<file path="src/rtl/tcs_pkg.sv">
// ----------------------------------------------------------------------------
// Triangle contour segment package
// Request types and fixed widths shared by the contour segment datapath.
// ----------------------------------------------------------------------------
package tcs_pkg;

  localparam int COORD_W   = 16;
  localparam int VALUE_W   = 32;
  localparam int DIFF_W    = VALUE_W + 1;
  localparam int PROD_W    = COORD_W + DIFF_W;
  localparam int NUM_W     = PROD_W + 1;
  localparam int QUO_W     = COORD_W;
  localparam int DIV_STEPS = QUO_W;

  typedef struct packed {
    logic signed [COORD_W-1:0] vertex_a_x;
    logic signed [COORD_W-1:0] vertex_a_y;
    logic signed [VALUE_W-1:0] vertex_a_value;
    logic signed [COORD_W-1:0] vertex_b_x;
    logic signed [COORD_W-1:0] vertex_b_y;
    logic signed [VALUE_W-1:0] vertex_b_value;
    logic signed [COORD_W-1:0] vertex_c_x;
    logic signed [COORD_W-1:0] vertex_c_y;
    logic signed [VALUE_W-1:0] vertex_c_value;
  } tcs_in_t;

  typedef struct packed {
    logic                      segment_valid;
    logic                      along_edge;
    logic signed [COORD_W-1:0] start_x;
    logic signed [COORD_W-1:0] start_y;
    logic signed [COORD_W-1:0] end_x;
    logic signed [COORD_W-1:0] end_y;
  } tcs_out_t;

endpackage

</file>
<file path="src/rtl/tcs_divider.sv">
// ----------------------------------------------------------------------------
// Pipelined signed divider
// Restoring division of magnitudes, one quotient bit per register stage.
// ----------------------------------------------------------------------------
module tcs_divider
  import tcs_pkg::*;
(
  input  logic                     clk,
  input  logic                     en,
  input  logic [NUM_W-1:0]         num_mag,
  input  logic [DIFF_W-1:0]        den_mag,
  input  logic                     neg,
  output logic signed [QUO_W-1:0]  quo
);

  logic [NUM_W-1:0]  rem_r [DIV_STEPS];
  logic [DIFF_W-1:0] den_r [DIV_STEPS];
  logic [QUO_W-1:0]  quo_r [DIV_STEPS];
  logic              neg_r [DIV_STEPS];

  logic [NUM_W-1:0]  rem_in [DIV_STEPS];
  logic [DIFF_W-1:0] den_in [DIV_STEPS];
  logic [QUO_W-1:0]  quo_in [DIV_STEPS];
  logic              neg_in [DIV_STEPS];
  logic [NUM_W-1:0]  rem_nxt [DIV_STEPS];
  logic [QUO_W-1:0]  quo_nxt [DIV_STEPS];

  always_comb begin
    logic [NUM_W-1:0] trial;
    for (int i = 0; i < DIV_STEPS; i++) begin
      if (i == 0) begin
        rem_in[i] = num_mag;
        den_in[i] = den_mag;
        quo_in[i] = '0;
        neg_in[i] = neg;
      end else begin
        rem_in[i] = rem_r[i-1];
        den_in[i] = den_r[i-1];
        quo_in[i] = quo_r[i-1];
        neg_in[i] = neg_r[i-1];
      end
      trial = NUM_W'(den_in[i]) << (DIV_STEPS - 1 - i);
      rem_nxt[i] = rem_in[i];
      quo_nxt[i] = quo_in[i];
      if (rem_in[i] >= trial) begin
        rem_nxt[i] = rem_in[i] - trial;
        quo_nxt[i][DIV_STEPS-1-i] = 1'b1;
      end
    end
  end

  always_ff @(posedge clk) begin
    if (en) begin
      for (int i = 0; i < DIV_STEPS; i++) begin
        rem_r[i] <= rem_nxt[i];
        den_r[i] <= den_in[i];
        quo_r[i] <= quo_nxt[i];
        neg_r[i] <= neg_in[i];
      end
    end
  end

  assign quo = neg_r[DIV_STEPS-1] ? -$signed(quo_r[DIV_STEPS-1])
                                  : $signed(quo_r[DIV_STEPS-1]);

endmodule

</file>
<file path="config.mk">
export PLATFORM = sky130hd
export DESIGN_NAME = tcs_divider
export DESIGN_NICKNAME = d
export VERILOG_FILES = /design/src/rtl/tcs_pkg.sv /design/src/rtl/tcs_divider.sv
export SDC_FILE = /design/constraint.sdc
export NUM_CORES = 2
export LEC_CHECK = 0
export BUFFER_PORTS_ARGS = -buffer_cell sky130_fd_sc_hd__buf_4
export CORE_MARGIN = 8
export CORE_UTILIZATION = 40
export DETAILED_ROUTE_END_ITERATION = 16
export PLACE_DENSITY_LB_ADDON = 0.25
export SYNTH_ARGS = -nofsm -noshare
export SYNTH_HDL_FRONTEND = slang
export SYNTH_SLANG_ARGS = --single-unit
</file>
<file path="constraint.sdc">
create_clock -name clk -period 10.23 [get_ports clk]
set_input_delay 2.046 -clock clk [delete_from_list [all_inputs] [get_ports clk]]
set_output_delay 2.046 -clock clk [all_outputs]
set_load 0.005 [all_outputs]
</file>
==> metrics.yaml <==
placement:
  dp_slack_ps: 4233
  port_buffers: 101
  gp_congestion: 0.9289
  place_hpwl_um: 148300
  dp_cells: 10040
die:
  fp.dieW_um: 463.5
  die_area_um2: 214800
  core_um2: 199500
  io_pins: 102
  start_util: 0.4015
  die_h_um: 463.5
  rows: 164
final_layout:
  fill_cells: 18410
  stdcell_count: 10330
  seq_area_um2: 41950
  nets: 8181
  drive_above_1_share: 0.06594
  post-route-util: 0.4452
  multiInputGateArea_um2: 34730
  syn_to_final_growth_pct: 10.87
power:
  p_sw_mw: 9.087
  leakage_nw: 34.76
  switching_share: 0.3669
  power.density_nw_per_um2: 278.9
  irDropWorstVdd_uv: 192.4
  p_comb_frac: 0.411
  total_power_mw: 24.77
  p_clk_frac: 0.223
  seq_power_share: 0.366
  internal_power_mw: 15.68
grt:
  grt_usage: 0.1711
  grt-ovfl-total: 0
  grt_pass1_wl_um: 298700
  first_global_vias: 56360
  antenna_found_initial: 2
  grt_max_degree: 175
worst_setup_path:
  cp_top_family: "simple AND/OR/NAND/NOR gates"
  path_common_cell: "nand2_1"
  path_buf_inv: 1
  r2r_start: "rem_r[0][210]$_DFFE_PP_"
  crit_required_ps: 8180
  critical_path_class: "reg -> out"
  end_kind: "output port"
  reg2reg_slack_ps: 5460
  start_kind: "flop"
  crit_chain: "nor3_1, nand2_1, or3_1, or4_1, o21ai_0, nand2_1, xor2_1, buf_4"
  slowest_stage: "edfxtp_1"
  crit_arrival_ps: 3180
  reg2regPathDepth: 13
  cp_slowest_stage_delay_ps: 500
  path_max_fanout: 4
  timing.rr.end: "rem_r[0][287]$_DFFE_PP_"
yosys:
  yosysWarningCount: 0
  synth_fp_nets: 8100
  synth_commonest_cells: "edfxtp_1, inv_1, nand2_1, a21oi_1, o21ai_0"
  seq_area_frac_synth: 0.5238
  ys_ff_latch: 1397
  synth_most_common_cell: "edfxtp_1"
  synth_cells: 7470
  avgSynthCellArea_um2: 10.72
  async_flop_share: 0
  yosysUniqueCellTypes: 102
  synthFlopType: "edfxtp_1"
  ys_top_cells_by_area: "edfxtp_1, ha_1, a21oi_1"
  synth_edf_count: 1397
  netlist_area_um2: 80090
  yosysTopAreaCell: "edfxtp_1"
  netlist.area_leader.share: 0.5238
worst_hold_path:
  min_to: "quo_r[1][31]$_DFFE_PP_"
  hold_path_depth: 0
  hold_class: "reg -> reg"
  hold_start: "quo_r[1][15]$_DFFE_PP_"
cts:
  insertion_delay_ps: 800
  cts_resized: 0
  cts_setup_buffers: 0
  cts.sinks: 1397
  clkTransAtPathRegs_ps: 60
  cts_tree: "yes"
  cts_made_buffers: 164
  cts_hold_buf: 0
  root_buffer: "clkbuf_16"
  clockBufferDepth: 3
  htreeDepth: 4
route:
  drt_iter0_drc: 3198
  drc: 0
  drt-total-wl_um: 191100
  vias_per_cell: 5.355
  wire_per_inst_um: 18.50
  via_count: 55340
  ant_nets: 0
  drtPass1Iterations: 6
sta:
  hold_violations: 0
  slew_headroom: 0.2130
  fin_skew_ps: 26.10
  grt_setup_unrepaired: "false"
  period_minus_slack_ps: 5227
  max_freq_mhz: 191.3
  post-route-period-util: 0.5109
  worstMarginPinSlew_ps: 1173
  slew_viol_final: 0
  finalSetupViolations: 0
  tns_ps: 0
  finalWorstSetupSlack_ps: 5003
run_status:
  status: "completed"
job:
  drv_cap: 0
==> cell families (layout without fill, tap and decap cells) <==
logic type,after synthesis,after routing,share of synthesized area
buffers and inverters,912,1116,0.04343
flip-flops,1397,1397,0.5238
XOR/XNOR,567,567,0.06201
multiplexers,62,62,0.008655
AO/OA/AOI/OAI,2041,2041,0.1585
AND/OR/NAND/NOR,1947,1947,0.1172
other,0,4,0
adder cells (fa/ha/maj),544,544,0.08639
==> power groups by stage <==
stage / logic, mW / clock network (mW) / registers, mW
6_report: 10.2 / 5.52 / 9.07
5_1_grt: 11.2 / 5.93 / 9.21
4_1_cts: 10.1 / 5.72 / 9.06
3_5_place_dp: 10.1 / 0 / 9.16
3_3_place_gp: 9.96 / 0 / 9.16
2_1_floorplan: 7.71 / 0 / 8.82
==> layer usage <==
layer	routed length (um)	vias to the layer above	GRT usage
li1	-	27540	-
met1	70440	25980	0.1684
met2	100800	1276	0.3312
met3	5738	548	0.02389
met4	14180	0	0.1119
met5	0	-	0
==> through the flow <==
stage / hold slack [ps] / instance area, um^2
2_1_floorplan: 400.3 / 80090
3_3_place_gp: 400.4 / 83680
3_5_place_dp: 404.5 / 83690
4_1_cts: 407.7 / 88780
5_1_grt: 409.8 / 88790
6_report: 407.6 / 88790
==> sequential cells by signal (all words and copies together) (netlist names) <==
name,flops
den_r,495
rem_r,750
quo_r,136
neg_r,16
==> how the worst max path moves through the flow <==
stage	endpoint	cells after the start	slack (ps)	from
finish	quo[13]	8	5000	quo_r[1][112]$_DFFE_PP_
CTS	quo[13]	8	4920	quo_r[1][112]$_DFFE_PP_
detailed placement	rem_r[0][49]$_DFFE_PP_	10	4230	num_mag[17]
floorplan	rem_r[0][41]$_DFFE_PP_	14	5490	num_mag[15]
global route	rem_r[0][36]$_DFFE_PP_	13	4720	den_mag[1]
global placement	rem_r[0][49]$_DFFE_PP_	10	4200	num_mag[17]
==> worst reg2reg max path, stage by stage (launching register included) <==
cell	delay (ps)
edfxtp_1	380
inv_1	80
ha_1	160
inv_1	50
fa_1	390
a21o_1	180
a21oi_1	210
o21ai_1	170
o211ai_1	700
or3_1	260
a31o_2	180
and3_1	640
inv_2	610
mux2_1	490
==> final cells by class <==
type / count / area share
Multi-Input combinational cell: 5161 / 0.3911
Inverter: 686 / 0.02900
Clock buffer: 202 / 0.04783
Antenna cell: 4 / 0.0001127
Clock inverter: 87 / 0.009497
Tap cell: 2656 / 0.03743
Sequential cell: 1397 / 0.4724
Timing Repair Buffer: 141 / 0.01257
==> layout by cell type (no fill, tap or decap), types with 123 or more instances in the layout <==
| master | netlist | layout |
|---|---|---|
| edfxtp_1 | 1397 | 1397 |
| inv_1 | 680 | 680 |
| nand2_1 | 670 | 670 |
| a21oi_1 | 622 | 622 |
| o21ai_0 | 530 | 530 |
| ha_1 | 529 | 529 |
| nor2_1 | 446 | 446 |
| xnor2_1 | 324 | 324 |
| a21o_1 | 292 | 292 |
| xor2_1 | 243 | 243 |
| clkbuf_16 | 0 | 164 |
| buf_4 | 1 | 137 |
| nand3_1 | 123 | 123 |
(Power assumes the default switching activity.)
